==> src/hdl/assert_macros.svh <==
// ----------------------------------------------------------------------------
// assert_macros.svh
// Assertion helpers shared by the RTL.
// ----------------------------------------------------------------------------
`ifndef ASSERT_MACROS_SVH
`define ASSERT_MACROS_SVH

// property checked on every clock edge out of reset
`define FDP_ASSERT(lbl, prop) \
    lbl: assert property (@(posedge aclk) disable iff (!aresetn) (prop)) \
        else $error("fdp assertion failed");

// expression must never hold
`define FDP_NEVER(lbl, expr) \
    `FDP_ASSERT(lbl, !(expr))

`endif

==> src/hdl/fdp_pkg.sv <==
// ----------------------------------------------------------------------------
// fdp_pkg
// Types and constants of the 4D point projection block.
// ----------------------------------------------------------------------------
`default_nettype none

package fdp_pkg;

    localparam int COORD_WIDTH = 32;
    localparam int FRAC_BITS   = 16;
    localparam int OUT_WIDTH   = 48;
    localparam int ALPHA_WIDTH = FRAC_BITS + 1;
    localparam int MAG_WIDTH   = COORD_WIDTH + 1;
    localparam int PROD_WIDTH  = 2 * COORD_WIDTH;
    localparam int QUO_WIDTH   = OUT_WIDTH;
    localparam int NUM_CELLS   = QUO_WIDTH;
    localparam int LANES       = 4;
    localparam int CFG_IDX_W   = 3;
    localparam int LARGE_SCALE = 1000000;

    localparam logic [2:0] MODE_PERSP   = 3'd0;
    localparam logic [2:0] MODE_STEREO  = 3'd1;
    localparam logic [2:0] MODE_ORTHO   = 3'd2;
    localparam logic [2:0] MODE_OBLIQUE = 3'd3;
    localparam logic [2:0] MODE_SLICE   = 3'd4;

    localparam logic [CFG_IDX_W-1:0] CFG_MODE    = 3'd0;
    localparam logic [CFG_IDX_W-1:0] CFG_EYE     = 3'd1;
    localparam logic [CFG_IDX_W-1:0] CFG_SHEAR_X = 3'd2;
    localparam logic [CFG_IDX_W-1:0] CFG_SHEAR_Y = 3'd3;
    localparam logic [CFG_IDX_W-1:0] CFG_SHEAR_Z = 3'd4;
    localparam logic [CFG_IDX_W-1:0] CFG_SLICE   = 3'd5;
    localparam logic [CFG_IDX_W-1:0] CFG_THICK   = 3'd6;
    localparam logic [CFG_IDX_W-1:0] CFG_FADE    = 3'd7;

    localparam logic [ALPHA_WIDTH-1:0] ALPHA_ONE = ALPHA_WIDTH'(1) << FRAC_BITS;

    typedef struct packed {
        logic signed [COORD_WIDTH-1:0] in_x;
        logic signed [COORD_WIDTH-1:0] in_y;
        logic signed [COORD_WIDTH-1:0] in_z;
        logic signed [COORD_WIDTH-1:0] in_w;
    } fdp_in_t;

    typedef struct packed {
        logic signed [OUT_WIDTH-1:0] out_x;
        logic signed [OUT_WIDTH-1:0] out_y;
        logic signed [OUT_WIDTH-1:0] out_z;
        logic [ALPHA_WIDTH-1:0]      alpha;
        logic                        point_valid;
    } fdp_out_t;

    typedef struct packed {
        logic [2:0]                    mode;
        logic signed [COORD_WIDTH-1:0] eye;
        logic signed [COORD_WIDTH-1:0] shear_x;
        logic signed [COORD_WIDTH-1:0] shear_y;
        logic signed [COORD_WIDTH-1:0] shear_z;
        logic signed [COORD_WIDTH-1:0] slice;
        logic [COORD_WIDTH-2:0]        thick;
        logic                          fade;
    } fdp_cfg_t;

    typedef struct packed {
        logic                          add_x;
        logic                          zero_xyz;
        logic                          fade_alpha;
        logic                          reject;
        logic signed [COORD_WIDTH-1:0] x;
        logic signed [COORD_WIDTH-1:0] y;
        logic signed [COORD_WIDTH-1:0] z;
    } fdp_side_t;

    typedef struct packed {
        logic [MAG_WIDTH-1:0]   a;
        logic [COORD_WIDTH-1:0] b;
        logic [MAG_WIDTH-1:0]   den;
        logic                   neg;
    } fdp_op_t;

    typedef struct packed {
        fdp_op_t [LANES-1:0] op;
        fdp_side_t           side;
    } fdp_prep_t;

    typedef struct packed {
        logic [PROD_WIDTH-1:0] num;
        logic [MAG_WIDTH-1:0]  den;
        logic                  neg;
    } fdp_prod_t;

    typedef struct packed {
        fdp_prod_t [LANES-1:0] lane;
        fdp_side_t             side;
    } fdp_mul_t;

    typedef struct packed {
        logic [MAG_WIDTH-1:0] den;
        logic [MAG_WIDTH-1:0] rem;
        logic [QUO_WIDTH-1:0] numlo;
        logic [QUO_WIDTH-1:0] quo;
        logic                 ovf;
        logic                 neg;
    } fdp_lane_t;

    typedef struct packed {
        fdp_lane_t [LANES-1:0] lane;
        fdp_side_t             side;
    } fdp_work_t;

endpackage

`default_nettype wire

==> src/hdl/fdp_div_cell.sv <==
// ----------------------------------------------------------------------------
// fdp_div_cell
// One restoring-division step: one quotient bit for every lane, registered.
// ----------------------------------------------------------------------------
`default_nettype none

module fdp_div_cell import fdp_pkg::*; (
    input  wire logic      aclk,
    input  wire logic      aresetn,
    input  wire logic      in_valid,
    output logic           in_ready,
    input  wire fdp_work_t in_data,
    output logic           out_valid,
    input  wire logic      out_ready,
    output fdp_work_t      out_data
);

    fdp_work_t work_reg, work_next;
    logic      valid_reg;

    always_comb begin
        logic [MAG_WIDTH:0] r2;
        logic [MAG_WIDTH:0] diff;
        logic               ge;
        work_next = in_data;
        for (int i = 0; i < LANES; i++) begin
            r2   = {in_data.lane[i].rem, in_data.lane[i].numlo[QUO_WIDTH-1]};
            diff = r2 - {1'b0, in_data.lane[i].den};
            ge   = r2 >= {1'b0, in_data.lane[i].den};
            work_next.lane[i].rem   = ge ? diff[MAG_WIDTH-1:0] : r2[MAG_WIDTH-1:0];
            work_next.lane[i].numlo = in_data.lane[i].numlo << 1;
            work_next.lane[i].quo   = {in_data.lane[i].quo[QUO_WIDTH-2:0], ge};
        end
    end

    assign in_ready = !valid_reg || out_ready;

    always_ff @(posedge aclk) begin
        if (!aresetn) begin
            valid_reg <= 1'b0;
        end else if (in_ready) begin
            valid_reg <= in_valid;
        end
    end

    always_ff @(posedge aclk) begin
        if (in_ready && in_valid) work_reg <= work_next;
    end

    assign out_valid = valid_reg;
    assign out_data  = work_reg;

endmodule

`default_nettype wire

==> config.mk <==
export PLATFORM = sky130hd
export DESIGN_NAME = fdp_div_cell
export DESIGN_NICKNAME = d
export VERILOG_FILES = /design/src/hdl/assert_macros.svh /design/src/hdl/fdp_pkg.sv /design/src/hdl/fdp_div_cell.sv
export SDC_FILE = /design/constraint.sdc
export NUM_CORES = 1
export LEC_CHECK = 0
export BUFFER_PORTS_ARGS = -buffer_cell sky130_fd_sc_hd__buf_2
export CORE_AREA = 4 4 594 596
export DETAILED_ROUTE_END_ITERATION = 8
export DIE_AREA = 0 0 598 600
export SLEW_MARGIN = 10
export SYNTH_ARGS = -nofsm -noshare
export SYNTH_HDL_FRONTEND = slang
export SYNTH_SLANG_ARGS = --single-unit
==> constraint.sdc <==
create_clock -name aclk -period 32 [get_ports aclk]
set_input_delay 4.8 -clock aclk [delete_from_list [all_inputs] [get_ports aclk]]
set_output_delay 4.8 -clock aclk [all_outputs]
set_load 0.01 [all_outputs]
=== Yosys cells after proc, flatten, opt, wreduce, memory -nomap -nowiden ===
Index checks and enable logic that the tools add are counted.

* Register bits: 753

* Add/sub/neg operators: 4
* Order comparisons: 4
* Mux-type cells: 4
* Reductions and logical operators: 3

{| class="wikitable"
|+ Operators by type and width
! operator !! count
|-
| greater-or-equal comparator 34 x 33 -> 1 bit || 4
|-
| 2-to-1 mux 33 bit || 4
|-
| subtractor 33 bit || 4
|-
| logical AND 1 bit || 1
|-
| logical NOT 1 bit || 1
|-
| logical OR 1 bit || 1
|}

=== Longest topological paths before layout ===
Gate-level depths: netlist (run 1).

* Depth in word-level cells: 3
* Gate-level depth with buffers: 15
* Mapped depth without buffers: 13

=== Least setup slack after synthesis (run 1) ===
Ideal clock, no wire load.

* Kind: input to register
* Start: input out_ready
* End: register work_reg, in the netlist out_data[0] (enable)
* Setup time: 1.222 ns
* Arrival: 21.994 ns
* Required time: 30.778 ns
* Slack: 8.783 ns
* Stages on the path: 2
* Buffers on the path: 0
* Path through: nand2b_1 -> and2_1

* Longest elaborated chain between the ends: 2

{| class="wikitable"
|+ RTL lines
! what !! line !! RTL
|-
| start, declared || fdp_div_cell.sv:14 || <nowiki>input wire logic out_ready,</nowiki>
|-
| logical OR 1 bit || fdp_div_cell.sv:36 || <nowiki>assign in_ready = !valid_reg || out_ready;</nowiki>
|-
| logical AND 1 bit || fdp_div_cell.sv:47 || <nowiki>if (in_ready && in_valid) work_reg <= work_next;</nowiki>
|-
| end signal, assigned || fdp_div_cell.sv:47 ||
|-
| end, declared || fdp_div_cell.sv:18 || <nowiki>fdp_work_t work_reg, work_next;</nowiki>
|}

Every way passes these cells.
A chain may end at the register's enable or synchronous reset.

=== Worst setup path after layout (run 1) ===
* Start: input out_ready
* End: output in_ready

* Longest elaborated chain between the ends: 1

{| class="wikitable"
|+ RTL lines
! what !! line !! RTL
|-
| logical OR 1 bit || fdp_div_cell.sv:36 ||
|-
| end, declared || fdp_div_cell.sv:11 || <nowiki>output logic in_ready,</nowiki>
|}

Every way passes these cells.

==> results of run 1 <==
-- registers in the layout, indices dropped and copies added (netlist names) --
name	count
out_data	752
out_valid	1
-- synth_stat cells, types with 22 or more instances --
master and count:
xnor2_1 63, nor2_1 62, nand3_1 29, nand4_1 31, inv_1 175, xor2_1 48
o21ai_0 108, ha_1 132, nand2_1 150, a21o_1 63, edfxtp_1 752, clkbuf_1 22
mux2_2 59, a21oi_1 132
-- worst max-delay path by stage --
stage / to / from / cells past startpoint
floorplan: out_data[0] / out_ready / 2
CTS: in_ready / out_ready / 3
global route: in_ready / out_ready / 3
finish: in_ready / out_ready / 3
detailed placement: out_data[163] / out_ready / 8
global placement: out_data[128] / out_ready / 8
-- area by class of cell --
| cell class | count | area, um^2 |
|---|---|---|
| repair buffers | 1523 | 7670 |
| flip-flops and latches | 753 | 22600 |
| fillers | 39400 | 299000 |
| clock buffers | 115 | 2690 |
| multi-input cells | 1156 | 8210 |
| clock inverters | 76 | 872 |
| inverters | 175 | 657 |
| diodes | 59 | 148 |
| well taps | 4599 | 5750 |
-- kinds of logic (layout without fill, tap and decap cells) --
family	Yosys count	after routing	synth area share, %
AOI/OAI and AO/OA	457	457	9.02
buffers and inverters	227	1889	3.06
adders and majority gates	136	136	5.46
other	1	63	0.0118
xor gates and xnor gates	111	111	3.06
DFF	753	753	71.2
and+or+nand+nor	378	378	5.73
muxes	70	70	2.46
-- worst max-delay path, delay by kind of cell --
family | cells | cell delay (ps)
buf+inv | 2 | 350
simple gates | 1 | 360
-- stage by stage --
stage | worst slack [ps] | cell area [um^2] | hold WS (ps) | power, mW
detailed placement | 21500 | 44900 | 1440 | 1.71
finish | 21670 | 48600 | 1320 | 2.93
CTS | 21600 | 48400 | 1460 | 3.01
global placement | 21590 | 44900 | 1470 | 1.72
floorplan | 8780 | 31800 | 610 | 1.47
global route | 21620 | 48500 | 1420 | 3.06
-- where the power goes --
part,internal [mW],switching [mW]
clock network,0.711,0.534
registers,1.18,0.0298
logic,0.162,0.318
-- metal layers --
layer,up-vias,routed length [um],track usage [%],share of wire [%]
met4,58,9060,3.65,3.1
li1,11300,-,-,-
met2,1858,122000,23.2,42
met3,579,42100,9.24,14
met1,12800,118000,18.9,40
met5,-,598,0.495,0.21
==> impl_metrics.toml, run 1 <==
[timing]
skew_ps = 58.9
report.final.slew_viol_count = 0
min_period_ps = 10330
rsz0062_at_grt = "false"
hold_viol = 0
setup_violations = 0
fmax_mhz = 96.8
fin_crit_sh_pct = 32.3
worst_pin_slew_ps = 1110
tns_ps = 0
timing.slew.headroom_pct = 24.3

[die]
dieWidth_um = 598
core_area_um2 = 348000
start_util_pct = 9.12
die_area_um2 = 359000
fp.dieH_um = 600
row_count = 217
io_pins = 1518

[power_and_ir_drop]
ir_worst_vdd_v = 0.0000430
total_leakage_power_nw = 19.5
p_per_area_nw_per_um2 = 60.3

[critical_path]
reg2reg_from = "out_valid"
path_class = "input pin to output pin"
cp.required_ps = 27200
reg2reg_slack_ps = 26280
crit_chain = "buf_2 -> nand2b_1 -> buf_2"
cp_common_cell = "buf_2"
critPathMaxStageDelay_ps = 360
arrival_ps = 5530
slowest_stage = "nand2b_1"
cp-end-kind = "output pin"
crit_fanout = 3
rr_worst_depth = 7
r2r_end = "out_data[148]"
start_kind = "input pin"

[cts]
clkTransAtPathRegs_ps = 80
clk_latency_ps = 870
clock_tree.root_cell = "clkbuf_16"
cts_buffer_depth = 4
cts.sinks = 753
htreeDepth = 3
cts_tree = "yes"
cts-hold-fix-buffers = 0
postCtsSetupRepairBufs = 0
postCtsResizedCells = 0
cts_made_buffers = 106

[routing]
drc = 0
drtIter0Drc = 2111
drtAntennaViolNets = 0
first_pass_iters = 5
viasPerCell = 3.15
wire_per_inst_um = 34.4
dr_total_vias = 26600
wirelength_um = 291000

[synthesis]
synth_area_um2 = 31700
ys_seq_elements = 753
synth_top_area_share_pct = 71.1
synth_edf_count = 752
avgSynthCellArea_um2 = 14.9
synth.distinct_cells = 76
seq_area_frac_synth_pct = 71.2
yosys.area.top_type = "edfxtp_1"
synth_warnings = 0
synth.area.top_cells = "edfxtp_1 (71%), ha_1 (5.2%), mux2_2 (2.1%), a21oi_1 (2.1%), inv_1 (2.1%)"
synth_flop_cell = "edfxtp_1"
netlist_instances = 2133
async_reset_ff_share_pct = 0

[layout]
stdcell_count = 8456
layout.nets = 4611
final_cell_mix = "buf_2 (1,509), edfxtp_1 (752), inv_1 (175)"
area_delta_synth_final_pct = 53.1
drive_gt1_share_pct = 46.8
final_common_cell = "buf_2"
postLayoutCoreUtil_pct = 14.0

[hold_path]
hp-class = "flip-flop to flip-flop"
hold_depth = 2
worstHoldStart = "out_valid"
min_to = "out_valid"

[global_route]
grt_pass1_vias = 25400
grt_max_degree = 124
grt_use_total_pct = 15.5
grt_pass1_wl_um = 343000
antenna_found_initial = 320
gr-total-overflow = 0

[place]
place_inst = 8206
gp_congestion = 0.927
numPortBuffers = 1509
hpwlAfterDp_um = 259000

[run_status]
status = "finished clean"

[job]
maxCapViolCount = 0
No activity file was read; power rests on OpenSTA's default activity.
==> inputs of run 2 (changes only) <==
Settings changed: CORE_AREA 4 4 594 596 to 4 4 583 585, DIE_AREA 0 0 598 600 to 0 0 587 589.
Clock period 32 ns to 9.5 ns, I/O delays scaled along.
==> run 2 against run 1 <==
  * Worst hold slack got worse by 690 ps
  * Non-clock buffer count unchanged
  * Critical path depth up 9
  * Largest cell class unchanged
  * Die area fell by 3.6%
  * First-iteration DRC count grew 8.2%
==> impl_metrics.toml, run 2 (synthesized netlist as in run 1, its figures left out) <==
[run_status]
status = "finished clean"

[layout]
final_area_um2 = 48500
layout.nets = 4611
ff_latch_area_um2 = 22600
drive_gt1_share_pct = 46.6
final_cell_mix = "buf_2 (1,509), edfxtp_1 (752), inv_1 (175)"
fillers = 37800
area_delta_synth_final_pct = 52.8
multiInputGateArea_um2 = 8200
largest_reg_flops = 752
final_common_cell = "buf_2"

[timing]
fmax_mhz = 208
report.final.slew_viol_count = 0
timing.slew.headroom_pct = 21.9
rsz0062_at_grt = "false"
skew_ps = 84.1
tns_ps = 0
worst_pin_slew_ps = 1140
min_period_ps = 4810
hold_viol = 0
holdWs_ps = 623
fin_crit_sh_pct = 50.7
setup_violations = 0

[job]
maxCapViolCount = 0

[global_route]
antenna_found_initial = 323
grt_pass1_wl_um = 340000
grt_use_total_pct = 15.9
grt_pass1_vias = 25500
grt_max_degree = 144
gr-total-overflow = 0

[critical_path]
crit_start = "in_data[236]"
cp.required_ps = 10050
crit_fanout = 50
arrival_ps = 5360
cp-end-kind = "flip-flop"
reg2reg_from = "out_valid"
path_class = "input pin to flip-flop"
start_kind = "input pin"

[cts]
cts_made_buffers = 106
clock_tree.root_cell = "clkbuf_16"
postCtsResizedCells = 0
cts_tree = "yes"
clkTransAtPathRegs_ps = 60
cts-hold-fix-buffers = 0
cts_buffer_depth = 4
clk_latency_ps = 880
htreeDepth = 3
postCtsSetupRepairBufs = 0
cts.sinks = 753

[hold_path]
worstHoldStart = "out_valid"
hp-class = "flip-flop to flip-flop"

[routing]
wire_per_inst_um = 34.7
dr_total_vias = 26900
drtAntennaViolNets = 0
viasPerCell = 3.25
drc = 0
first_pass_iters = 7
drtIter0Drc = 2284
wirelength_um = 287000

[die]
die_area_um2 = 346000
io_pins = 1518
fp.dieH_um = 589
row_count = 213
start_util_pct = 9.47
core_area_um2 = 335000
dieWidth_um = 587

[place]
numPortBuffers = 1509
gp_congestion = 0.990
hpwlAfterDp_um = 256000
place_area_um2 = 44700

[power_and_ir_drop]
total_leakage_power_nw = 19.5
p_per_area_nw_per_um2 = 205
total_power_mw = 9.93
ir_worst_vdd_v = 0.000253
-- run 2: changes by cell type in the layout (fill, tap and decap cells not counted), sizes merged --
cell and delta:
clkbuf +4, clkinv -3, bufinv +2, diode +12
-- run 2: routing by layer --
layer	vias to the layer above	part of all wire, %	GRT usage [%]
li1	11300	-	-
met1	12900	39	18.3
met2	2053	41	23.2
met3	616	15	10.3
met4	70	4.8	6.32
met5	-	0.18	0
-- run 2: critical path, stage by stage --
cell and delay [ps]:
buf_2 260, inv_1 80, ha_1 340, and3_4 190, a221o_1 330, a31o_2 270
a22o_1 260, o211ai_2 220, a21oi_1 150, o41ai_4 800, buf_4 580, mux2_1 420
-- run 2: report_power, final --
group	switching, mW	internal [mW]
sequential	0.0940	3.97
combinational	1.10	0.550
clock	1.78	2.45
total	2.97	6.97
-- run 2: per-stage QoR --
stage	instances	utilization [%]	setup WS, ps
floorplan	2136	-	2200
global placement	8014	13.3	3900
detailed placement	8014	13.3	3880
CTS	8208	14.4	4800
global route	8250	14.4	4450
finish	8279	14.5	4690
-- run 2: final timing paths --
| check | end | slack, ps | cells after the start |
|---|---|---|---|
| min | out_valid | 620 | 2 |
| max reg2reg | out_data[493] | 6680 | 5 |
| min reg2reg | out_valid | 620 | 2 |
| max | out_data[199] | 4690 | 12 |
-- run 2: final cells by class --
class,instances,area share [%]
diodes,71,0.366
clock buffers,119,5.57
clock inverters,75,1.88
inverters,175,1.35
multi-input cells,1156,16.9
flip-flops and latches,753,46.6
well taps,4407,11.4
repair buffers,1523,15.9
