==> config.mk <==
export PLATFORM = sky130hd
export DESIGN_NAME = fdp_back
export DESIGN_NICKNAME = d
export VERILOG_FILES = /design/src/hdl/assert_macros.svh /design/src/hdl/fdp_pkg.sv /design/src/hdl/fdp_back.sv
export SDC_FILE = /design/constraint.sdc
export NUM_CORES = 1
export LEC_CHECK = 0
export ABC_AREA = 1
export BUFFER_PORTS_ARGS = -buffer_cell sky130_fd_sc_hd__clkbuf_2
export CAP_MARGIN = 10
export CORE_AREA = 2 2 360 362
export CTS_CLUSTER_DIAMETER = 40
export DETAILED_ROUTE_END_ITERATION = 8
export DIE_AREA = 0 0 362 364
export GPL_ROUTABILITY_DRIVEN = 0
export SETUP_SLACK_MARGIN = 0.02
export SYNTH_ARGS = -nofsm -noshare
export SYNTH_HDL_FRONTEND = slang
export SYNTH_SLANG_ARGS = --single-unit
==> constraint.sdc <==
create_clock -name aclk -period 15.45 [get_ports aclk]
set_input_delay 1.545 -clock aclk [delete_from_list [all_inputs] [get_ports aclk]]
set_output_delay 1.545 -clock aclk [all_outputs]
set_load 0.03 [all_outputs]
==> src/hdl/assert_macros.svh <==
// ----------------------------------------------------------------------------
// assert_macros.svh
// Assertion helpers shared by the RTL.
// ----------------------------------------------------------------------------
`ifndef ASSERT_MACROS_SVH
`define ASSERT_MACROS_SVH

// property checked on every clock edge out of reset
`define FDP_ASSERT(lbl, prop) \
    lbl: assert property (@(posedge aclk) disable iff (!aresetn) (prop)) \
        else $error("fdp assertion failed");

// expression must never hold
`define FDP_NEVER(lbl, expr) \
    `FDP_ASSERT(lbl, !(expr))

`endif

==> src/hdl/fdp_pkg.sv <==
// ----------------------------------------------------------------------------
// fdp_pkg
// Types and constants of the 4D point projection block.
// ----------------------------------------------------------------------------
`default_nettype none

package fdp_pkg;

    localparam int COORD_WIDTH = 32;
    localparam int FRAC_BITS   = 16;
    localparam int OUT_WIDTH   = 48;
    localparam int ALPHA_WIDTH = FRAC_BITS + 1;
    localparam int MAG_WIDTH   = COORD_WIDTH + 1;
    localparam int PROD_WIDTH  = 2 * COORD_WIDTH;
    localparam int QUO_WIDTH   = OUT_WIDTH;
    localparam int NUM_CELLS   = QUO_WIDTH;
    localparam int LANES       = 4;
    localparam int CFG_IDX_W   = 3;
    localparam int LARGE_SCALE = 1000000;

    localparam logic [2:0] MODE_PERSP   = 3'd0;
    localparam logic [2:0] MODE_STEREO  = 3'd1;
    localparam logic [2:0] MODE_ORTHO   = 3'd2;
    localparam logic [2:0] MODE_OBLIQUE = 3'd3;
    localparam logic [2:0] MODE_SLICE   = 3'd4;

    localparam logic [CFG_IDX_W-1:0] CFG_MODE    = 3'd0;
    localparam logic [CFG_IDX_W-1:0] CFG_EYE     = 3'd1;
    localparam logic [CFG_IDX_W-1:0] CFG_SHEAR_X = 3'd2;
    localparam logic [CFG_IDX_W-1:0] CFG_SHEAR_Y = 3'd3;
    localparam logic [CFG_IDX_W-1:0] CFG_SHEAR_Z = 3'd4;
    localparam logic [CFG_IDX_W-1:0] CFG_SLICE   = 3'd5;
    localparam logic [CFG_IDX_W-1:0] CFG_THICK   = 3'd6;
    localparam logic [CFG_IDX_W-1:0] CFG_FADE    = 3'd7;

    localparam logic [ALPHA_WIDTH-1:0] ALPHA_ONE = ALPHA_WIDTH'(1) << FRAC_BITS;

    typedef struct packed {
        logic signed [COORD_WIDTH-1:0] in_x;
        logic signed [COORD_WIDTH-1:0] in_y;
        logic signed [COORD_WIDTH-1:0] in_z;
        logic signed [COORD_WIDTH-1:0] in_w;
    } fdp_in_t;

    typedef struct packed {
        logic signed [OUT_WIDTH-1:0] out_x;
        logic signed [OUT_WIDTH-1:0] out_y;
        logic signed [OUT_WIDTH-1:0] out_z;
        logic [ALPHA_WIDTH-1:0]      alpha;
        logic                        point_valid;
    } fdp_out_t;

    typedef struct packed {
        logic [2:0]                    mode;
        logic signed [COORD_WIDTH-1:0] eye;
        logic signed [COORD_WIDTH-1:0] shear_x;
        logic signed [COORD_WIDTH-1:0] shear_y;
        logic signed [COORD_WIDTH-1:0] shear_z;
        logic signed [COORD_WIDTH-1:0] slice;
        logic [COORD_WIDTH-2:0]        thick;
        logic                          fade;
    } fdp_cfg_t;

    typedef struct packed {
        logic                          add_x;
        logic                          zero_xyz;
        logic                          fade_alpha;
        logic                          reject;
        logic signed [COORD_WIDTH-1:0] x;
        logic signed [COORD_WIDTH-1:0] y;
        logic signed [COORD_WIDTH-1:0] z;
    } fdp_side_t;

    typedef struct packed {
        logic [MAG_WIDTH-1:0]   a;
        logic [COORD_WIDTH-1:0] b;
        logic [MAG_WIDTH-1:0]   den;
        logic                   neg;
    } fdp_op_t;

    typedef struct packed {
        fdp_op_t [LANES-1:0] op;
        fdp_side_t           side;
    } fdp_prep_t;

    typedef struct packed {
        logic [PROD_WIDTH-1:0] num;
        logic [MAG_WIDTH-1:0]  den;
        logic                  neg;
    } fdp_prod_t;

    typedef struct packed {
        fdp_prod_t [LANES-1:0] lane;
        fdp_side_t             side;
    } fdp_mul_t;

    typedef struct packed {
        logic [MAG_WIDTH-1:0] den;
        logic [MAG_WIDTH-1:0] rem;
        logic [QUO_WIDTH-1:0] numlo;
        logic [QUO_WIDTH-1:0] quo;
        logic                 ovf;
        logic                 neg;
    } fdp_lane_t;

    typedef struct packed {
        fdp_lane_t [LANES-1:0] lane;
        fdp_side_t             side;
    } fdp_work_t;

endpackage

`default_nettype wire

==> src/hdl/fdp_back.sv <==
// ----------------------------------------------------------------------------
// fdp_back
// Sign, shear offset, saturation and alpha; holds the output word.
// ----------------------------------------------------------------------------
`default_nettype none

module fdp_back import fdp_pkg::*; (
    input  wire logic      aclk,
    input  wire logic      aresetn,
    input  wire logic      in_valid,
    output logic           in_ready,
    input  wire fdp_work_t in_data,
    output logic           m_valid,
    input  wire logic      m_ready,
    output fdp_out_t       m_data
);

    localparam int EW = OUT_WIDTH + 2;
    localparam logic signed [EW-1:0] SAT_HI = EW'((64'(1) << (OUT_WIDTH - 1)) - 1);
    localparam logic signed [EW-1:0] SAT_LO = -SAT_HI - EW'(1);

    fdp_out_t out_reg, out_next;
    logic     valid_reg;
    logic signed [OUT_WIDTH-1:0] res [3];

    always_comb begin
        logic signed [EW-1:0] qs;
        logic signed [COORD_WIDTH-1:0] base;
        for (int i = 0; i < 3; i++) begin
            case (i)
                0:       base = in_data.side.x;
                1:       base = in_data.side.y;
                default: base = in_data.side.z;
            endcase
            qs = $signed({2'b00, in_data.lane[i].quo});
            if (in_data.lane[i].neg) qs = -qs;
            if (in_data.side.add_x) qs = qs + EW'(base);
            if (in_data.lane[i].ovf) begin
                res[i] = in_data.lane[i].neg ? OUT_WIDTH'(SAT_LO) : OUT_WIDTH'(SAT_HI);
            end else if (qs > SAT_HI) begin
                res[i] = OUT_WIDTH'(SAT_HI);
            end else if (qs < SAT_LO) begin
                res[i] = OUT_WIDTH'(SAT_LO);
            end else begin
                res[i] = qs[OUT_WIDTH-1:0];
            end
            if (in_data.side.zero_xyz) res[i] = '0;
        end
        out_next.out_x = res[0];
        out_next.out_y = res[1];
        out_next.out_z = res[2];
        if (in_data.side.fade_alpha) begin
            out_next.alpha = ALPHA_ONE - in_data.lane[3].quo[ALPHA_WIDTH-1:0];
        end else begin
            out_next.alpha = in_data.side.reject ? '0 : ALPHA_ONE;
        end
        out_next.point_valid = !in_data.side.reject;
    end

    assign in_ready = !valid_reg || m_ready;

    always_ff @(posedge aclk) begin
        if (!aresetn) begin
            valid_reg <= 1'b0;
        end else if (in_ready) begin
            valid_reg <= in_valid;
        end
    end

    always_ff @(posedge aclk) begin
        if (in_ready && in_valid) out_reg <= out_next;
    end

    assign m_valid = valid_reg;
    assign m_data  = out_reg;

endmodule

`default_nettype wire

; ---- Word-level counts from Yosys, hierarchy flattened
; Index checks and enable logic that the tools add are counted.
[totals]
regBits = 163
out_inout_bits = 164
elab_cells = 43
[op_classes]
n_lt_le_gt_ge = 6
reduce_logical = 4
n_addsub = 7
muxes = 20
[op_table]
columns = cell, n
row1 = $mux 48, 12
row2 = $mux 50, 6
row3 = $add 50x32->50, 3
row4 = $gt 50x48->1 const B, 3
row5 = $lt 50x48->1 const B, 3
row6 = $neg 48->50, 3
row7 = $mux 17, 2
row8 = $sub 17x17->17 const A, 1
row9 = $logic_not 1->1, 2
row10 = $logic_and 1x1->1, 1
row11 = $logic_or 1x1->1, 1

; ---- Depth between registers and ports, before layout
; Gate-level depths: netlist of the first run.
[logic_depth]
word_depth = 8
ltp_mapped = 34
depth_no_buf = 32

; ---- Least setup slack after synthesis of the first run
; OpenSTA, ideal clock, no wires.
[synth_path]
path_type = input port to flip-flop
start = input port in_valid
end = register out_reg, in the netlist m_data[0], enable pin
path_slack_ns = 5.343
cell_stages = 2
n_path_buf = 0
setup_ns = 0.737
arrival_time_ns = 9.369
path_cell_list = inv_1 -> a21oi_1
[synth_via]
elab_chain_cells = 1
[synth_rtl]
columns = element, line_no
row1 = "start, declared", fdp_back.sv:10  ; input wire logic in_valid,
row2 = $logic_and 1x1->1, fdp_back.sv:71  ; if (in_ready && in_valid) out_reg <= out_next;
row3 = "end signal, assigned", fdp_back.sv:71
row4 = "end, declared", fdp_back.sv:22  ; fdp_out_t out_reg, out_next;
; No other way between the ends.
; A chain may end at the register's enable or synchronous reset.

; ---- Worst setup path after layout of the first run
[layout_path]
start = input port in_data[266] in the netlist's numbering
end = register out_reg, in the netlist m_data[76], data pin
[layout_via]
elab_chain_cells = 8
word_cells_on_any_way = 9
classes_between = 2 x add/sub / 2 x order compare / 5 x mux
[layout_rtl]
columns = element, line_no
row1 = "start, declared", fdp_back.sv:12  ; input wire fdp_work_t in_data,
row2 = $neg 48->50, fdp_back.sv:36  ; if (in_data.lane[i].neg) qs = -qs;
row3 = $mux 50 *, fdp_back.sv:36
row4 = $add 50x32->50, fdp_back.sv:37  ; if (in_data.side.add_x) qs = qs + EW'(base);
row5 = $mux 50 *, fdp_back.sv:37
row6 = $lt 50x48->1, fdp_back.sv:42  ; end else if (qs < SAT_LO) begin
row7 = $mux 48, fdp_back.sv:42
row8 = $mux 48 *, fdp_back.sv:40  ; end else if (qs > SAT_HI) begin
row9 = $mux 48 *, fdp_back.sv:38  ; if (in_data.lane[i].ovf) begin
; Every way passes the cells marked *; elsewhere a longest branch is shown, timed or not.

==> summary.md, run 1 <==
| Metric | Value |
|---|---|
| Run status | completed |
| Starting Density | 20.45% |
| Clock latency of the later-clocked register in the worst-skew pair | slightly above 0.5 ns |
| Critical-path maximum fanout | 47 |
| Number of flops mapped to enable cells by yosys | 162 |
| Via count of the first global-routing pass | 28870 |
| Count of unresolved DRC violations after routing | 0 |
| Synth area leader | nand2_1 |
| Setup TNS Final | 0 ns |
| Number of endpoints with negative hold slack in the final report | 0 |
| Fraction of final layout cells with drive strength greater than 1 | 12.83% |
| Most area-consuming cells after synthesis | nand2_1, edfxtp_1, inv_1 |
| Most frequent cells in the layout | nand2_1, inv_1, nor2_1 |
| TritonCTS clock tree | done |
| Post-synthesis instance area | ~26000 um^2 |
| Net total in the final layout | 5884 |
| Number of different library cells in the post-synthesis netlist | 50 |
| PD cells | 74.27 nW/um^2 |
| Area Overhead vs Synth | 16.75% |
| Maximum clock skew at final layout | 0.01483 ns |
| Critical path capture point type | flip-flop |
| Maximum operating frequency | 0.1515 GHz |
| Post-CTS Resized | 0 |
| Die height | around 360 um |
| Cts-stage hold buffer count | 0 |
| First-pass iteration count of the detailed router | 6 |
| Final worst path period share | 42.73% |
| Root Buffer | clkbuf_16 |
| Internal power summed over all cells | ~1.1 mW |
| Global-route wire length before repair | roughly 190000 um |
| Post-synthesis async set-or-reset flop share | 0% |
| Dominant register cell in the synthesized netlist | edfxtp_1 |
| Chip Width | 362 um |
| Maximum root-to-sink buffer count | 2 |
| Arrival time at the worst endpoint | 6.89 ns |
| Per-instance average area after synthesis | 5.681 um^2 |
| Number of buffers inserted by post-CTS setup repair | 0 |
| Std-Cell Rows | 132 |
| Violation count after the first detailed-route iteration | 3040 |
| Most common cell after layout, fill and taps aside | nand2_1 |
| Number of buffers created by CTS | 17 |
| Core Footprint | 128300 um^2 |
| Switching part of the total | 49.83% |
| Peak supply drop | 0.09753 mV |
| Routed wire length | roughly 130000 um |
| Filler cell count | between 10000 and 15000 |
| Tightest hold margin | 0.5691 ns |
| Combinational power share | 56.2% |
| DPL Wire Length | 112400 um |
| Routed wire length per instance | 19.54 um |
| Worst slew pin tran | 1.059 ns |
| Number of warnings issued by yosys | 0 |
| Clock period minus final worst setup slack | 6.601 ns |
| Clock share of power | 19.7% |
| Sequential group share of total power | 24.1% |
| Total global-route track usage | 19.19% |
| Count of nets left with antenna violations after detail routing | 0 |
| Area share of the leading cell type in the synthesized netlist | 25.16% |
| Data required time at the worst endpoint | 15.74 ns |
| Pin count of the biggest net entering global routing | 101 |
| Number of levels the H-tree was split into | 4 |
| Leakage power | between 15 and 20 nW |
| Sum of overflow across all layers after global routing | 0 |
| WS Path Type | primary input to flip-flop |
| Clock-pin slew on the worst setup and hold paths | 0.08 ns |
| Number of clock sinks seen by CTS | around 160 |
| End-of-flow core utilization | 23.87% |
| Part of the Yosys area used for sequential elements | 18.61% |
| Die outline area | around 130000 um^2 |
| Final setup violation count | 0 |
| Port-buffer cells | roughly 430 |
| Top Ports | 924 |
| Tightest slew margin relative to the limit | 29.41% |
| Net count after synthesis | around 5500 |
| Sort of element at the start of the critical path | primary input |
| Total via count in the routed design | 30820 |
| Synth Instances | 4619 |
| Max-cap violations | 0 |
| Hold WC Path Type | flip-flop to flip-flop |
| Total count of max-transition violations in the final report | 0 |
| Initial antenna violation count | 33 |
| Vias per std cell | 4.630 |
| Total of flip-flops plus latches after synthesis | 163 |
| Setup repair after global routing missed its margin | false |
| Switching power | 1.134 mW |
==> cell usage after synthesis (all sizes together) (16+ instances only) <==
library cell / count
nand2: 1784
inv: 633
nor2: 525
a21oi: 328
nand3: 253
edfxtp: 162
ha: 160
o21ai: 153
xor2: 110
xnor2: 89
clkbuf: 69
o21bai: 67
buf: 62
nand4: 56
nor3: 43
nand3b: 24
or2: 18
a21boi: 16
==> power groups by stage <==
stage                     Clock (mW)  Sequential, mW  Combinational, mW
after floorplan                    0           0.635              0.795
after CTS                      0.467           0.549               1.27
final                          0.448           0.548               1.28
after global placement             0           0.557               1.26
after detailed placement           0           0.557               1.26
after global routing           0.475           0.551               1.41
==> metal layers <==
layer,up-vias,part of all wire (%),track usage [%]
met4,28,5.3,10.01
met5,-,0.15,0
met3,264,9.2,5.442
li1,15300,-,-
met1,13880,41,23.06
met2,1351,45,31.05
==> metrics by stage <==
step           instances  instance area, um^2  power (mW)  setup slack (ns)
2_1_floorplan       4619                26240       1.431             5.343
3_3_place_gp        6617                30040       1.813             8.508
3_5_place_dp        6617                30040       1.815             8.456
4_1_cts             6649                30620       2.281             9.021
5_1_grt             6652                30630       2.439             8.434
6_report            6657                30640       2.276             8.849
==> flip-flops by register name (all words and copies together) (netlist names) <==
| name | cells |
|---|---|
| m_valid | 1 |
| m_data | 162 |
==> worst paths after layout <==
check                 to  cells after the start          from  slack, ns
max reg2reg  m_data[112]                      3       m_valid      12.97
max           m_data[76]                     28  in_data[266]       8.85
min              m_valid                      2       m_valid       0.57
min reg2reg      m_valid                      2       m_valid       0.57
==> cell type report <==
cell class / instances / area [um^2] / area share [%]
Inverter: 634 / 2385 / 7.784
Clock buffer: 17 / 425.4 / 1.388
Tap cell: 1675 / 2096 / 6.840
Multi-Input combinational cell: 3691 / 18350 / 59.88
Sequential cell: 163 / 4885 / 15.94
Clock inverter: 15 / 153.9 / 0.5023
Timing Repair Buffer: 454 / 2327 / 7.596
Antenna cell: 8 / 20.02 / 0.06534
==> worst max-delay path, stage by stage <==
cell and delay (ns):
clkbuf_2 0.10, inv_2 0.07, ha_1 0.19, nand3_1 0.37, nor2_1 0.49, nand2_1 0.12, nor2_1 0.23, nand2_1 0.10
nand2_1 0.11, o21ai_1 0.19, nor2_1 0.17, nand2_1 0.08, and2_1 0.17, ha_1 0.33, nand2_1 0.08, nand2_1 0.10
a21oi_1 0.27, a21boi_1 0.22, nand2_1 0.12, a21oi_1 0.15, nand3_1 0.10, nand3_2 0.07, nand2_2 0.10, nand2_2 0.76
nand2_1 0.11, nand2_1 0.10, nand2_1 0.08, a21oi_1 0.31
==> cell families (layout without fill, tap and decap cells) <==
group           Yosys count  after routing  share of synthesized area, %
buf+inv                 765           1120                         11.54
compound gates          599            599                         12.56
simple gates           2730           2730                         42.79
fa+ha+maj               163            163                         7.857
other cells               0              8                             0
flops                   163            163                         18.61
xor+xnor                199            199                         6.642
(Power assumes the default switching activity.)
==> run 2: changes to the inputs <==
--- a/config.mk
+++ b/config.mk
@@ -5,13 +5,13 @@
 export SDC_FILE = /design/constraint.sdc
 export NUM_CORES = 1
 export LEC_CHECK = 0
-export ABC_AREA = 1
+export ABC_AREA = 0
 export BUFFER_PORTS_ARGS = -buffer_cell sky130_fd_sc_hd__clkbuf_2
 export CAP_MARGIN = 10
-export CORE_AREA = 2 2 360 362
+export CORE_AREA = 2 2 357 359
 export CTS_CLUSTER_DIAMETER = 40
 export DETAILED_ROUTE_END_ITERATION = 8
-export DIE_AREA = 0 0 362 364
+export DIE_AREA = 0 0 359 361
 export GPL_ROUTABILITY_DRIVEN = 0
 export SETUP_SLACK_MARGIN = 0.02
 export SYNTH_ARGS = -nofsm -noshare
==> constraint.sdc (replaced) <==
create_clock -name aclk -period 5.8 [get_ports aclk]
set_input_delay 0.58 -clock aclk [delete_from_list [all_inputs] [get_ports aclk]]
set_output_delay 0.58 -clock aclk [all_outputs]
set_load 0.03 [all_outputs]
==> run 2 against run 1 <==
Sequential share of layout area is 0.36 points higher. Global-route usage shrank 4.7 points. Critical path depth decreased by 9. Critical endpoint is now m_data[40]. Largest cell class unchanged. Highest routed layer unchanged.
==> summary.md, run 2 <==
| Metric | Value |
|---|---|
| Synth area leader | edfxtp_1 |
| PD cells | 222.7 nW/um^2 (+200%) |
| Total global-route track usage | 14.46% (-4.7 points) |
| Global-route wire length before repair | 140000 um (-25%) |
| Starting Density | 16.06% (-4.4 points) |
| Tightest slew margin relative to the limit | 24.79% (-4.6 points) |
| Number of different library cells in the post-synthesis netlist | 80 (+60%) |
| Area share of the leading cell type in the synthesized netlist | 24.15% (-1.0 points) |
| Port-buffer cells | 434 (unchanged) |
| Root Buffer | clkbuf_16 |
| Total of flip-flops plus latches after synthesis | 163 (unchanged) |
| Data required time at the worst endpoint | 6.11 ns (-9.63 ns) |
| WS Path Type | primary input to flip-flop |
| Synth Instances | 2461 (-47%) |
| Clock-pin slew on the worst setup and hold paths | 0.10 ns (+0.02 ns) |
| Max-cap violations | 0 (unchanged) |
| Sum of internal, switching and leakage power | 6.672 mW (+190%) |
| Routed wire length per instance | 19.33 um (-1.1%) |
| Per-instance average area after synthesis | 8.186 um^2 (+44%) |
| Routed wire length | 98140 um (-25%) |
| Initial antenna violation count | 33 (unchanged) |
| Number of buffers created by CTS | 17 (unchanged) |
| Filler cell count | 13700 (-7.1%) |
| Arrival time at the worst endpoint | 5.98 ns (-0.91 ns) |
| Core Footprint | 125400 um^2 (-2.3%) |
| Maximum operating frequency | 0.1761 GHz |
| Number of flops mapped to enable cells by yosys | 162 (unchanged) |
| Most instantiated library cell after synthesis | nand2_1 |
| TritonCTS clock tree | done |
| Clock period minus final worst setup slack | ~5.7 ns |
| Dominant register cell in the synthesized netlist | edfxtp_1 |
| Area Overhead vs Synth | 48.71% |
| Worst slew pin tran | 1.128 ns (+0.06934 ns) |
| Die height | 361 um (-0.82%) |
| Total via count in the routed design | 22780 (-26%) |
| Pin count of the biggest net entering global routing | 97 (-4.0%) |
| Final setup violation count | 0 (unchanged) |
| Std-Cell Rows | 130 (-1.5%) |
| Hold WC Path Type | primary input to flip-flop |
| Number of clock sinks seen by CTS | 163 (unchanged) |
| Setup repair after global routing missed its margin | true |
| Count of nets left with antenna violations after detail routing | 0 (unchanged) |
| DP Cell Count | 5019 (-24%) |
| Total count of max-transition violations in the final report | 0 (unchanged) |
| First-pass iteration count of the detailed router | 5 (-1) |
| Part of the Yosys area used for sequential elements | 24.25% (+5.6 points) |
| Leakage power | 12.97 nW (-16%) |
| Sort of element at the start of the critical path | primary input |
| Post-synthesis instance area | 20150 um^2 (-23%) |
| Clock latency of the later-clocked register in the worst-skew pair | 0.53 ns (+0.02 ns) |
| Most common cell after layout, fill and taps aside | buf_4 |
| Flip-flop count of the largest register after layout | 162 (unchanged) |
| Net count after synthesis | 3384 (-39%) |
| Run status | completed |
| Violation count after the first detailed-route iteration | 1608 (-47%) |
| Number of warnings issued by yosys | 0 (unchanged) |
| Critical path capture point type | flip-flop |
| Final worst path period share | between 90% and 100% |
| Peak supply drop | 0.2812 mV (+190%) |
| Via count of the first global-routing pass | 21960 (-24%) |
| Top Ports | 924 (unchanged) |
| Number of endpoints with negative hold slack in the final report | 0 (unchanged) |
| Most area-consuming cells after synthesis | edfxtp_1, ha_1, xnor2_1 |
| Fraction of final layout cells with drive strength greater than 1 | 37.61% (+25 points) |
| Sum of overflow across all layers after global routing | 0 (unchanged) |
| Most frequent cells in the layout | buf_4, clkbuf_2, nand2_1 |
| Commonest cells in the synthesized netlist | nand2_1, a21oi_1, o21ai_0 |
| Vias per std cell | 4.487 (-3.1%) |
| Cts-stage hold buffer count | 0 (unchanged) |
| Count of unresolved DRC violations after routing | 0 (unchanged) |
| Post-synthesis async set-or-reset flop share | 0% (unchanged) |
| Net total in the final layout | 4327 (-26%) |
| Number of levels the H-tree was split into | 4 (unchanged) |
| Chip Width | 359 um (-0.83%) |
| Fin cells | 5077 (-24%) |
| Die outline area | 129600 um^2 (-1.6%) |
| DPL Wire Length | 81500 um (-28%) |
| Maximum clock skew at final layout | 0.02752 ns (+0.01269 ns) |
| Maximum root-to-sink buffer count | 2 (unchanged) |
| Critical-path maximum fanout | 47 (unchanged) |
-- run 2: changes by cell type after synthesis, moves of 53 or more --
cell,before,now
a21o_1,5,95
a21oi_1,327,233
inv_1,578,59
inv_2,55,0
nand2_1,1759,243
nand3_1,244,35
nor2_1,485,141
o21ai_0,148,218
o31ai_1,4,83
xnor2_1,89,213
xor2_1,110,57
-- run 2: routing by layer --
metal,wire [um],GRT usage (%)
met1,40450,17.67
met5,201,0
met4,3044,4.964
met2,43270,22.78
met3,11180,5.982
-- run 2: cell type report --
type	count	area (um^2)	share of cell area, %
Multi-Input combinational cell	2094	15060	50.26
Timing Repair Buffer	1069	7086	23.65
Sequential cell	163	4885	16.30
Tap cell	1650	2064	6.891
Clock buffer	17	425.4	1.420
Inverter	59	221.5	0.7392
Clock inverter	15	193.9	0.6473
Antenna cell	10	25.02	0.08353
-- run 2: path summary, 6_finish.rpt --
check                endpoint  slack (ns)  depth (start not counted)    startpoint
hold reg to reg       m_valid        0.58                          2       m_valid
setup reg to reg  m_data[118]        3.92                          3       m_valid
hold / removal        m_valid        0.26                          2       aresetn
setup / recovery   m_data[40]        0.12                         19  in_data[441]
-- run 2: worst max-delay path: stages --
cell and delay [ns]:
clkbuf_2 0.10, or4_1 0.54, or4_4 0.60, or4_4 0.56, o41ai_4 0.28, xnor2_2 0.20, ha_1 0.30, a21o_1 0.19
a21o_1 0.19, a221oi_2 0.32, nor2_1 0.11, a211oi_2 0.24, o41ai_4 0.18, a41o_1 0.26, o21a_1 0.24, o31ai_4 0.24
or4b_4 0.50, buf_12 0.19, o31ai_1 0.13
-- run 2: what timing repair did --
| item | in CTS | in global routing |
|---|---|---|
| gates cloned | 0 | 2 |
| setup buffers | 0 | 14 |
| pin swaps | 2 | 41 |
| setup endpoints to repair | 104 | 142 |
| resized for setup | 25 | 99 |
-- run 2: kinds of logic (layout without fill, tap and decap cells) --
group           after synthesis  in the layout  synth area share, %
compound gates              923            923                30.54
xor+xnor                    270            270                11.74
fa+ha+maj                   163            163                10.24
buf+inv                     204           1160                4.490
flops                       163            163                24.25
mux                          22             22                1.099
other cells                   0             10                    0
simple gates                716            716                17.64
-- run 2: where the power goes --
| part | switching, mW | internal (mW) | total [mW] | leakage [nW] |
|---|---|---|---|---|
| logic | 2.20 | 1.67 | 3.87 | 11.1 |
| registers | 0.0485 | 1.47 | 1.52 | 1.62 |
| clock network | 0.688 | 0.592 | 1.28 | 0.301 |
-- run 2: per-stage QoR --
stage | cell area (um^2) | util [%] | setup slack (ns) | setup TNS (ns) | hold WS, ns
floorplan | 20220 | - | 0.008324 | 0 | 0.7115
global placement | 28550 | 22.76 | -0.8219 | -86.82 | 0.5350
detailed placement | 28550 | 22.76 | -0.8300 | -88.80 | 0.5436
CTS | 29290 | 23.35 | 0.006207 | 0 | 0.2104
global route | 29940 | 23.87 | -0.09871 | -2.005 | 0.2384
finish | 29960 | 23.89 | 0.1229 | 0 | 0.2649
